`config.mk`:
```
export PLATFORM = sky130hd
export DESIGN_NAME = bit_angle_led_driver_with_pulse
export DESIGN_NICKNAME = d
export VERILOG_FILES = /design/src/rtl/baled_pkg.sv /design/src/rtl/bit_angle_led_driver_with_pulse.sv
export SDC_FILE = /design/constraint.sdc
export NUM_CORES = 1
export LEC_CHECK = 0
export BUFFER_PORTS_ARGS = -buffer_cell sky130_fd_sc_hd__buf_2
export CORE_UTILIZATION = 25
export CTS_BUF_LIST = sky130_fd_sc_hd__clkbuf_4
export DETAILED_ROUTE_END_ITERATION = 16
export PLACE_DENSITY = 0.42
export SLEW_MARGIN = 20
export SYNTH_ARGS = -nofsm -noshare
export SYNTH_HDL_FRONTEND = slang
export SYNTH_SLANG_ARGS = --single-unit
export TNS_END_PERCENT = 5
```
`constraint.sdc`:
```
create_clock -name clk -period 5.5 [get_ports clk]
set_clock_uncertainty 0.05 [all_clocks]
set_input_delay 1.65 -clock clk [delete_from_list [all_inputs] [get_ports clk]]
set_output_delay 1.65 -clock clk [all_outputs]
set_load 0.02 [all_outputs]
```
`src/rtl/baled_pkg.sv`:
```
// Shared constants and types for the bit angle LED driver.
package baled_pkg;

  localparam int LED_NUM    = 6;
  localparam int LEVEL_BITS = 8;

  localparam int HOLD_W  = LEVEL_BITS - 1;
  localparam int SLICE_W = (LEVEL_BITS > 1) ? $clog2(LEVEL_BITS) : 1;

  // stream field widths fixed by the item format
  localparam int KIND_W   = 2;
  localparam int MASK_W   = 6;
  localparam int VALUE_W  = 8;
  localparam int PINS_W   = 6;
  localparam int PERIOD_W = 16;

  localparam int IN_DATA_W  = 16;  // led_mask + level_value, byte padded
  localparam int OUT_DATA_W = 8;   // led_pins, byte padded

  localparam logic [PERIOD_W-1:0] PERIOD_RESET = 16'h00ff;

  typedef enum logic [KIND_W-1:0] {
    KIND_MOD_TICK  = 2'd0,
    KIND_PASS_TICK = 2'd1,
    KIND_SET_SOLID = 2'd2,
    KIND_START_PULSE = 2'd3
  } kind_t;

  typedef logic [LEVEL_BITS-1:0] level_t;

endpackage

```
`src/rtl/bit_angle_led_driver_with_pulse.sv`:
```
// Top level: binary code modulation driver for the LEDs, with pulse ramps.
//
//   channel   | direction | signals                          | contents
//   ----------+-----------+----------------------------------+---------------------------------
//   s_axis    | in        | tvalid, tready, tdata, tuser     | tick or command item
//   m_axis    | out       | tvalid, tready, tdata            | pin state after each item
//   cfg       | in        | cfg_wr_en, cfg_wr_data           | update_period register
//
// One item per cycle while tready is high: the item and the LED state feed short logic whose
// result is written to the state registers and to the output register (or to the skid entry
// while the output register is full and not read) at the edge that accepts the item.
// A two-entry output queue (output register plus skid) keeps input ready
// while one result waits; tready falls only when both entries are full.
// Reset (rst, synchronous) clears all levels, modes, counters, the pins and
// the queue, and loads update_period with 255.
module bit_angle_led_driver_with_pulse
  import baled_pkg::*;
(
  input  logic                  clk,
  input  logic                  rst,
  // configuration
  input  logic                  cfg_wr_en,
  input  logic [PERIOD_W-1:0]   cfg_wr_data,
  // input items
  input  logic                  s_axis_tvalid,
  output logic                  s_axis_tready,
  input  logic [IN_DATA_W-1:0]  s_axis_tdata,   // [5:0] led_mask, [13:6] level_value
  input  logic [KIND_W-1:0]     s_axis_tuser,   // [1:0] kind
  // result items
  output logic                  m_axis_tvalid,
  input  logic                  m_axis_tready,
  output logic [OUT_DATA_W-1:0] m_axis_tdata    // [5:0] led_pins
);

  // LED state
  level_t                 led_level   [LED_NUM];
  level_t                 pulse_peak  [LED_NUM];
  logic [LED_NUM-1:0]     pulse_mode;
  logic [LED_NUM-1:0]     ramp_down;
  logic [SLICE_W-1:0]     slice_index;
  logic [HOLD_W-1:0]      hold_count;
  logic [PERIOD_W-1:0]    pass_count;
  logic [LED_NUM-1:0]     pin_state;
  logic [PERIOD_W-1:0]    update_period;

  level_t                 led_level_next  [LED_NUM];
  level_t                 pulse_peak_next [LED_NUM];
  logic [LED_NUM-1:0]     pulse_mode_next;
  logic [LED_NUM-1:0]     ramp_down_next;
  logic [SLICE_W-1:0]     slice_index_next;
  logic [HOLD_W-1:0]      hold_count_next;
  logic [PERIOD_W-1:0]    pass_count_next;
  logic [LED_NUM-1:0]     pin_state_next;

  // output queue
  logic                   out_valid;
  logic [PINS_W-1:0]      out_pins;
  logic                   skid_valid;
  logic [PINS_W-1:0]      skid_pins;

  kind_t                  kind;
  logic [LED_NUM-1:0]     sel;
  level_t                 value;
  level_t                 slice_weight;
  logic                   push;
  logic                   pop;

  assign kind  = kind_t'(s_axis_tuser);
  assign sel   = LED_NUM'(s_axis_tdata[MASK_W-1:0]);
  assign value = LEVEL_BITS'(s_axis_tdata[MASK_W +: VALUE_W]);

  assign s_axis_tready = !skid_valid;
  assign push = s_axis_tvalid && s_axis_tready;
  assign pop  = out_valid && m_axis_tready;

  assign m_axis_tvalid = out_valid;
  assign m_axis_tdata  = OUT_DATA_W'(out_pins);

  assign slice_weight = level_t'(1) << slice_index;

  // next state for the item on the input
  always_comb begin
    led_level_next   = led_level;
    pulse_peak_next  = pulse_peak;
    pulse_mode_next  = pulse_mode;
    ramp_down_next   = ramp_down;
    slice_index_next = slice_index;
    hold_count_next  = hold_count;
    pass_count_next  = pass_count;
    pin_state_next   = pin_state;
    case (kind)
      KIND_MOD_TICK: begin
        // show the current bit plane, then hold it for its weight in ticks
        if (hold_count == '0) begin
          for (int i = 0; i < LED_NUM; i++) begin
            pin_state_next[i] = led_level[i][slice_index];
          end
          hold_count_next = HOLD_W'(slice_weight - level_t'(1));
          if (slice_index == SLICE_W'(LEVEL_BITS - 1)) begin
            slice_index_next = '0;
          end else begin
            slice_index_next = slice_index + SLICE_W'(1);
          end
        end else begin
          hold_count_next = hold_count - HOLD_W'(1);
        end
      end
      KIND_PASS_TICK: begin
        if (pass_count < update_period) begin
          pass_count_next = pass_count + PERIOD_W'(1);
        end else begin
          // step every pulsing LED one notch along its ramp, or turn it at the peak or at zero
          pass_count_next = '0;
          for (int i = 0; i < LED_NUM; i++) begin
            if (pulse_mode[i]) begin
              if (!ramp_down[i]) begin
                if (led_level[i] < pulse_peak[i]) begin
                  led_level_next[i] = led_level[i] + level_t'(1);
                end else begin
                  ramp_down_next[i] = 1'b1;
                end
              end else begin
                if (led_level[i] != '0) begin
                  led_level_next[i] = led_level[i] - level_t'(1);
                end else begin
                  ramp_down_next[i] = 1'b0;
                end
              end
            end
          end
        end
      end
      KIND_SET_SOLID: begin
        pin_state_next = '0;
        for (int i = 0; i < LED_NUM; i++) begin
          if (sel[i]) begin
            pulse_mode_next[i] = 1'b0;
            led_level_next[i]  = value;
          end
        end
      end
      KIND_START_PULSE: begin
        pin_state_next = '0;
        for (int i = 0; i < LED_NUM; i++) begin
          if (sel[i]) begin
            pulse_peak_next[i] = value;
            pulse_mode_next[i] = 1'b1;
            ramp_down_next[i]  = 1'b0;
            led_level_next[i]  = '0;
          end
        end
      end
      default: begin
        pin_state_next = pin_state;
      end
    endcase
  end

  // state registers: advance only on an accepted item; update_period loads on cfg_wr_en
  always_ff @(posedge clk) begin
    if (rst) begin
      for (int i = 0; i < LED_NUM; i++) begin
        led_level[i]  <= '0;
        pulse_peak[i] <= '0;
      end
      pulse_mode    <= '0;
      ramp_down     <= '0;
      slice_index   <= '0;
      hold_count    <= '0;
      pass_count    <= '0;
      pin_state     <= '0;
      update_period <= PERIOD_RESET;
    end else begin
      if (cfg_wr_en) begin
        update_period <= cfg_wr_data;
      end
      if (push) begin
        led_level   <= led_level_next;
        pulse_peak  <= pulse_peak_next;
        pulse_mode  <= pulse_mode_next;
        ramp_down   <= ramp_down_next;
        slice_index <= slice_index_next;
        hold_count  <= hold_count_next;
        pass_count  <= pass_count_next;
        pin_state   <= pin_state_next;
      end
    end
  end

  // output queue: the skid entry catches a result while the output stalls
  always_ff @(posedge clk) begin
    if (rst) begin
      out_valid  <= 1'b0;
      skid_valid <= 1'b0;
    end else if (skid_valid) begin
      if (pop) begin
        out_valid  <= 1'b1;
        skid_valid <= 1'b0;
      end
    end else if (push) begin
      if (!out_valid || pop) begin
        out_valid <= 1'b1;
      end else begin
        skid_valid <= 1'b1;
      end
    end else if (pop) begin
      out_valid <= 1'b0;
    end
  end

  always_ff @(posedge clk) begin
    if (skid_valid) begin
      if (pop) begin
        out_pins <= skid_pins;
      end
    end else if (push) begin
      if (!out_valid || pop) begin
        out_pins <= PINS_W'(pin_state_next);
      end else begin
        skid_pins <= PINS_W'(pin_state_next);
      end
    end
  end

endmodule

```
==> results of run 1 <==
[flip-flops by register name (all words and copies together) (netlist names), 3 cells and up]
name and count:
ramp_down 6, out_pins 6, pulse_mode 6, update_period 16
hold_count 7, pin_state 6, slice_index 3, pass_count 16
skid_pins 6, pulse_peak 48, led_level 48
[placed cells by master (no fill, tap or decap), drive strengths merged, types with 17 or more instances in the layout]
master / n
a211oi: 19
a21oi: 114
buf: 57
clkbuf: 17
dfxtp: 158
ha: 101
inv: 105
mux2i: 30
nand2: 156
nand3: 46
nor2: 116
nor3: 28
o21ai: 93
xnor2: 19
xor2: 24
[power by group through the flow]
stage	sequential (W)	combinational, W	clock [W]
2_1_floorplan	0.00135	0.000304	0
3_3_place_gp	0.00136	0.000427	0
3_5_place_dp	0.00136	0.000430	0
4_1_cts	0.00133	0.000432	0.000833
5_1_grt	0.00134	0.000480	0.000884
6_report	0.00133	0.000428	0.000793
[logic make-up (layout without fill, tap and decap cells)]
logic type      after synthesis  in the layout  share of synthesized area
other cells                   1              4                   0.000346
simple gates                434            434                      0.186
compound gates              353            353                      0.208
mux                          48             48                     0.0589
buf+inv                     162            188                     0.0585
xor+xnor                     43             43                     0.0348
flops                       170            170                      0.325
fa+ha+maj                   107            107                      0.128
[worst reg2reg max path: stages (launching register included)]
cell	delay [ns]
sky130_fd_sc_hd__dfxtp_1	0.45
sky130_fd_sc_hd__ha_1	0.27
sky130_fd_sc_hd__a211oi_1	0.22
sky130_fd_sc_hd__o21ai_0	0.12
sky130_fd_sc_hd__a41oi_1	0.43
sky130_fd_sc_hd__o311ai_2	0.36
sky130_fd_sc_hd__o21bai_1	0.93
sky130_fd_sc_hd__mux2i_1	0.30
sky130_fd_sc_hd__nor2_1	0.06
[how the worst max path moves through the flow]
stage                               start  depth (start not counted)  slack [ns]                          end
final                       s_axis_tvalid                          7        1.73   led_level[43]$_SDFFE_PP0P_
after global routing        s_axis_tvalid                          7        1.57   led_level[43]$_SDFFE_PP0P_
after CTS                   s_axis_tvalid                          7        1.78   led_level[45]$_SDFFE_PP0P_
after detailed placement    s_axis_tvalid                          7        1.05   led_level[45]$_SDFFE_PP0P_
after global placement      s_axis_tvalid                          7        1.10   led_level[45]$_SDFFE_PP0P_
after floorplan           s_axis_tuser[1]                          9        1.98  pass_count[10]$_SDFFE_PP0P_
[through the flow]
step / worst slack (ns) / hold WS (ns) / power, W / utilization / std cells
finish: 1.73 / 0.414 / 0.00255 / 0.282 / 1924
global route: 1.57 / 0.427 / 0.00270 / 0.282 / 1924
CTS: 1.78 / 0.417 / 0.00260 / 0.281 / 1922
detailed placement: 1.05 / 0.398 / 0.00179 / 0.275 / 1890
global placement: 1.10 / 0.394 / 0.00178 / 0.275 / 1890
floorplan: 1.98 / 0.382 / 0.00165 / - / 1319
[metal layers]
metal	vias up	share of wire
met1	4331	0.50
met3	20	0.034
met2	158	0.45
li1	4743	-
met4	0	0.012
met5	-	0
[cell type report]
| class | instances | area (µm²) |
|---|---|---|
| sequential | 170 | 3520 |
| clock inverter | 15 | 164 |
| fill | 4593 | 30400 |
| tap | 577 | 722 |
| multi-input combinational | 987 | 6690 |
| inverter | 99 | 372 |
| antenna | 2 | 5.00 |
| timing repair buffer | 57 | 320 |
| clock buffer | 17 | 128 |
==> summary.md, run 1 <==
- 0.292 — proportion of netlist area held by the largest area contributor
- 0.0119 mm² — design area
- 2 — CTS Buffer Depth
- 0 — post-cts hold buffer count
- 68 — post-synth cell types
- 0 — final setup violation count
- 2 — initial antenna violation count
- 52 — maximum number of pins on one net before global-route repair
- 44 — number of buffers inserted by port buffering
- 210 µm — Die Y-Extent
- 0 ns — Fin Setup TNS
- 8 — cell depth of the worst flop-to-flop path
- 1478 — layout net count
- 0.325 — sequential area share after synthesis
- sky130_fd_sc_hd__dfxtp_1, sky130_fd_sc_hd__nand2_1, sky130_fd_sc_hd__a21oi_1 — Post-synth top cells
- 0 — total gr overflow
- pass_count[2]$_SDFFE_PP0P_ — worst r2r src
- 4.79 nW — leakage power
- sky130_fd_sc_hd__clkbuf_4 — clock tree root buffer cell
- 170 — TritonCTS sink count
- 9252 — overall via count from detail_route
- 1 — count of buffering cells on the critical path with inverters included
- 2.19 ns — FF-to-FF setup slack
- 1318 — cell count after synthesis
- 214 mW/mm² — power density over the cells
- 0.88 ns — Max stage delay on crit path
- 50600 µm — first-pass GRT wire length
- sky130_fd_sc_hd__dfxtp_1, sky130_fd_sc_hd__ha_1, sky130_fd_sc_hd__nand2_1 — largest cells by area after synthesis
- 0 — fraction of registers with async set or reset after synthesis
- 75 — number of rows in the core area
- false — RSZ-0062 raised after global routing
- reg -> reg — Hold WC Path Type
- 5.97 ns — data required time of the critical path
- 0.239 — M2 GR Usage
- 0 — remaining antenna violation count after routing
- 0.207 — global-route met1 utilization
- 5 — detailed-routing iteration count for the pre-antenna-repair pass
- 0 — Remaining DRCs
- 32000 µm — final WL
- in -> reg — Crit Path Class
- buf_2, and2b_1, nand2_1, o311ai_2, o22ai_1, nor2_1, o21ai_0 — cell chain of the critical path
- 0.16 ns — clock slew at reported path FFs
- 8853 — vias in the first global route
- yes — TritonCTS clock tree
- 0.0116 mm² — area of placed instances
- compound AO/OA/AOI/OAI gates — cell family with the largest share of critical-path delay
- 11 — biggest fanout along the worst timing path
- 0.0423 mm² — core area
- primary input — startpoint kind of the worst setup timing path
- 0 — Post-CTS Setup Inserts
- 0.00173 W — cell internal pwr
- 0.521 — part of the total power dissipated in sequential elements
- 0.299 — Max-Slew Margin vs Limit
- 0.0246 — global routing usage on met3
- 8.22 µm² — post-synthesis area per instance
- 0.256 — starting utilization of the core area
- sky130_fd_sc_hd__dfxtp_1 — Synth Flop Type
- 0.0108 mm² — Netlist Area Pre-Place
- 570 — DRC violation total after the first TritonRoute iteration
- 170 — flop and latch count out of synthesis
- sky130_fd_sc_hd__o311ai_2 — highest-delay cell along the critical path
- 0.168 — share of power burned in combinational logic
- 0.0442 mm² — area of the die
- led_level[26]$_SDFFE_PP0P_ — endpoint of the worst register-to-register path
- 22300 µm — estimated wirelength of the detail-placed design
- 0 — number of gates resized after cts
- 12 — Post-synth EDFFs
- 0 — Hold Violations, Final
- 16.6 µm — final routed wire length divided by cell count
- 4 — htree depth
- 265 MHz — Highest Clock Rate
- 0 — MaxCap Viol Count
- 1.05 ns — pin slew with the least headroom to its limit
- met2 — busiest layer in global routing
- 0.311 — clock share of power
- 0.686 — Tcrit/Tclk final
- pulse_peak[3]$_SDFFE_PP0P_ — critical hold path startpoint
- 0.785 — Placer Congestion
- 2 — instance count along the most critical hold path
- 0 — Yosys warning count
- 0.000820 W — Sw Pwr
- 4.24 ns — WP data arrival
- 176 µV — peak supply drop
- 0 — final slew viol count
- 0.321 — proportion of total power due to net switching
- 0.149 — GRT Total Usage
- 0.63 ns — Worst-Skew Late Latency
- 4.81 — Via-to-Cell Ratio
- pulse_peak[3]$_SDFFE_PP0P_ — capture endpoint of the worst hold path
- sky130_fd_sc_hd__dfxtp_1 — count leader, synth
- 0.0952 — share of post-route cells with drive strength above 1
- finished, final reports clean — outcome
- 10.1% — area added between synthesis and finish
- 49 — I/O pin cnt
- 210 µm — die width
- sky130_fd_sc_hd__dfxtp_1 — cell type with the highest aggregate area in the netlist
- flip-flop — type of destination of the critical path
- 3.77 ns — Final min period
- 17 — Num CTS Buffers
No activity file was read; power rests on OpenSTA's default activity.
==> run 2: changes to the inputs <==
--- a/config.mk
+++ b/config.mk
@@ -9,7 +9,7 @@
 export CORE_UTILIZATION = 25
 export CTS_BUF_LIST = sky130_fd_sc_hd__clkbuf_4
 export DETAILED_ROUTE_END_ITERATION = 16
-export PLACE_DENSITY = 0.42
+export PLACE_DENSITY = 0.44
 export SLEW_MARGIN = 20
 export SYNTH_ARGS = -nofsm -noshare
 export SYNTH_HDL_FRONTEND = slang
==> constraint.sdc (replaced) <==
create_clock -name clk -period 3.05 [get_ports clk]
set_clock_uncertainty 0.05 [all_clocks]
set_input_delay 0.915 -clock clk [delete_from_list [all_inputs] [get_ports clk]]
set_output_delay 0.915 -clock clk [all_outputs]
set_load 0.02 [all_outputs]
==> run 2 against run 1 <==
Effect of this change: flip-flop and latch count unchanged; via count up 2.5%; core utilization up 0.74 points; sequential power up 80%; first-iteration DRC count up 14%; critical endpoint is now led_level[36]$_SDFFE_PP0P_; largest power group unchanged.
==> summary.md, run 2 (synthesized netlist as in run 1, its figures left out) <==
- compound AO/OA/AOI/OAI gates — cell family with the largest share of critical-path delay
- 0.592 ns — pin slew with the least headroom to its limit, -0.457 ns
- 0 — total gr overflow, unchanged
- 0 — Remaining DRCs, unchanged
- ha_1, nand2_1, o21ai_0, a41oi_2, o311ai_2, buf_4, o22ai_1, buf_4, nor2_1, a311oi_1 — cell chain of the critical path
- reg -> reg — Hold WC Path Type
- 75 — number of rows in the core area, unchanged
- 3.20 ns — WP data arrival, -1.04 ns
- 0.152 — GRT Total Usage, +0.00322
- 210 µm — Die Y-Extent, unchanged
- 2 — count of buffering cells on the critical path with inverters included, +1
- pulse_peak[40]$_SDFFE_PP0P_ — critical hold path startpoint
- 383 mW/mm² — power density over the cells, +79%
- 0.108 ns — worst slack, placed, -0.946 ns
- 170 — TritonCTS sink count, unchanged
- sky130_fd_sc_hd__dfxtp_1, sky130_fd_sc_hd__nand2_1, sky130_fd_sc_hd__a21oi_1 — commonest non-fill, non-tap cells in the layout
- pass_count[2]$_SDFFE_PP0P_ — Setup crit start
- 0 — remaining antenna violation count after routing, unchanged
- 0.604 — Max-Slew Margin vs Limit, +0.305
- sky130_fd_sc_hd__dfxtp_1 — most common cell after layout, fill and taps aside
- 0 — MaxCap Viol Count, unchanged
- led_level x48, pulse_peak x48 — top flop regs
- 0.280 ns — setup slack after layout, -1.45 ns
- 4.98 nW — leakage power, +4.1%
- 44 — number of buffers inserted by port buffering, unchanged
- 2.77 ns — Final min period
- 13.0% — area added between synthesis and finish
- 210 µm — die width, unchanged
- 1515 — layout net count, +2.5%
- 49 — I/O pin cnt, unchanged
- 0 — number of gates resized after cts, unchanged
- 0.119 — share of post-route cells with drive strength above 1, +0.0242
- 52100 µm — first-pass GRT wire length, +3.0%
- pass_count[2]$_SDFFE_PP0P_ — worst r2r src
- 2 — CTS Buffer Depth, unchanged
- 0.802 — Placer Congestion, +2.2%
- 32500 µm — final WL, +1.6%
- 4.84 — Via-to-Cell Ratio, +0.62%
- reg -> reg — Crit Path Class
- 0.0423 mm² — core area, unchanged
- 9484 — overall via count from detail_route, +2.5%
- sky130_fd_sc_hd__buf_4 — Worst path most repeated cell
- false — RSZ-0062 raised after global routing
- 0 — Post-CTS Setup Inserts, unchanged
- 23600 µm — estimated wirelength of the detail-placed design, +6.1%
- 5 — detailed-routing iteration count for the pre-antenna-repair pass, unchanged
- 0.256 — starting utilization of the core area, unchanged
- 0 — final slew viol count, unchanged
- sky130_fd_sc_hd__dfxtp_1 — highest-delay cell along the critical path
- 650 — DRC violation total after the first TritonRoute iteration, +14%
- 3.48 ns — data required time of the critical path, -2.49 ns
- 4614 — fill cell count, +0.46%
- 0.63 ns — Worst-Skew Late Latency, about the same
- yes — TritonCTS clock tree
- 0.908 — Tcrit/Tclk final
- 9237 — vias in the first global route, +4.3%
- flip-flop — type of destination of the critical path
- 51 — maximum number of pins on one net before global-route repair, -1.9%
- sky130_fd_sc_hd__clkbuf_4 — clock tree root buffer cell
- 17 — Num CTS Buffers, unchanged
- 0 ns — Fin Setup TNS, unchanged
- 1 — initial antenna violation count, -1
- 0 — post-cts hold buffer count, unchanged
- 0.15 ns — clock slew at reported path FFs, about the same
- 0 — Hold Violations, Final, unchanged
- 16.6 µm — final routed wire length divided by cell count, -0.28%
- 161 µV — peak supply drop, -8.2%
- finished, final reports clean — outcome
- 0.0442 mm² — area of the die, unchanged
- 0.39 ns — Max stage delay on crit path, -0.49 ns
- flip-flop — startpoint kind of the worst setup timing path
- 4 — htree depth, unchanged
- 12 — biggest fanout along the worst timing path, +1
- 361 MHz — Highest Clock Rate
- 0 — final setup violation count, unchanged
==> run 2: cell types whose count changed in the layout (fill, tap and decap cells not counted), moves of 2 or more <==
cell                       before  now
sky130_fd_sc_hd__clkinv_2       2    4
sky130_fd_sc_hd__clkbuf_4      17   20
sky130_fd_sc_hd__inv_6          5    0
sky130_fd_sc_hd__buf_12         0    2
sky130_fd_sc_hd__buf_4         14   49
==> run 2: path summary, 6_finish.rpt <==
| check | to | slack (ns) | cells past startpoint |
|---|---|---|---|
| hold reg to reg | pulse_peak[40]$_SDFFE_PP0P_ | 0.41 | 2 |
| setup reg to reg | led_level[36]$_SDFFE_PP0P_ | 0.28 | 10 |
| hold / removal | pulse_peak[40]$_SDFFE_PP0P_ | 0.41 | 2 |
| setup / recovery | led_level[36]$_SDFFE_PP0P_ | 0.28 | 10 |
==> run 2: area by class of cell <==
cell class	count	area (µm²)	area share
Multi-Input combinational cell	987	6690	0.547
Sequential cell	170	3520	0.288
Tap cell	577	722	0.0590
Timing Repair Buffer	94	623	0.0509
Inverter	99	372	0.0304
Clock buffer	20	150	0.0123
Clock inverter	12	150	0.0123
Antenna cell	1	2.50	0.000205
==> run 2: worst register-to-register path, delay by kind of cell (launching register included) <==
kind	cells	cell delay (ns)
flops	1	0.39
buf+inv	2	0.44
fa+ha+maj	1	0.31
compound gates	5	1.07
simple gates	2	0.39
==> run 2: stage by stage <==
stage          total power (W)  utilization  hold WS [ns]  cell area (µm²)  std cells
6_report               0.00468        0.289         0.409            12200       1960
5_1_grt                0.00492        0.289         0.395            12200       1960
4_1_cts                0.00474        0.289         0.381            12200       1959
3_5_place_dp           0.00326        0.282         0.395            11900       1927
3_3_place_gp           0.00326        0.282         0.392            11900       1927
2_1_floorplan          0.00298            -         0.382            10800       1319
==> run 2: report_power, final <==
group	internal, W	total, W	switching (W)	leakage, nW
logic	0.000323	0.000813	0.000491	3.43
clock network	0.000591	0.00147	0.000877	0.159
registers	0.00233	0.00240	0.0000748	1.40
==> run 2: layer usage <==
metal  share of wire  GRT usage  routed length (µm)  vias to the layer above
met5               0          0                   0                        -
met4          0.0083     0.0272                 271                        0
met3           0.034     0.0270                1120                       15
met2            0.44      0.239               14400                      144
met1            0.52      0.217               16800                     4503
li1                -          -                   -                     4822
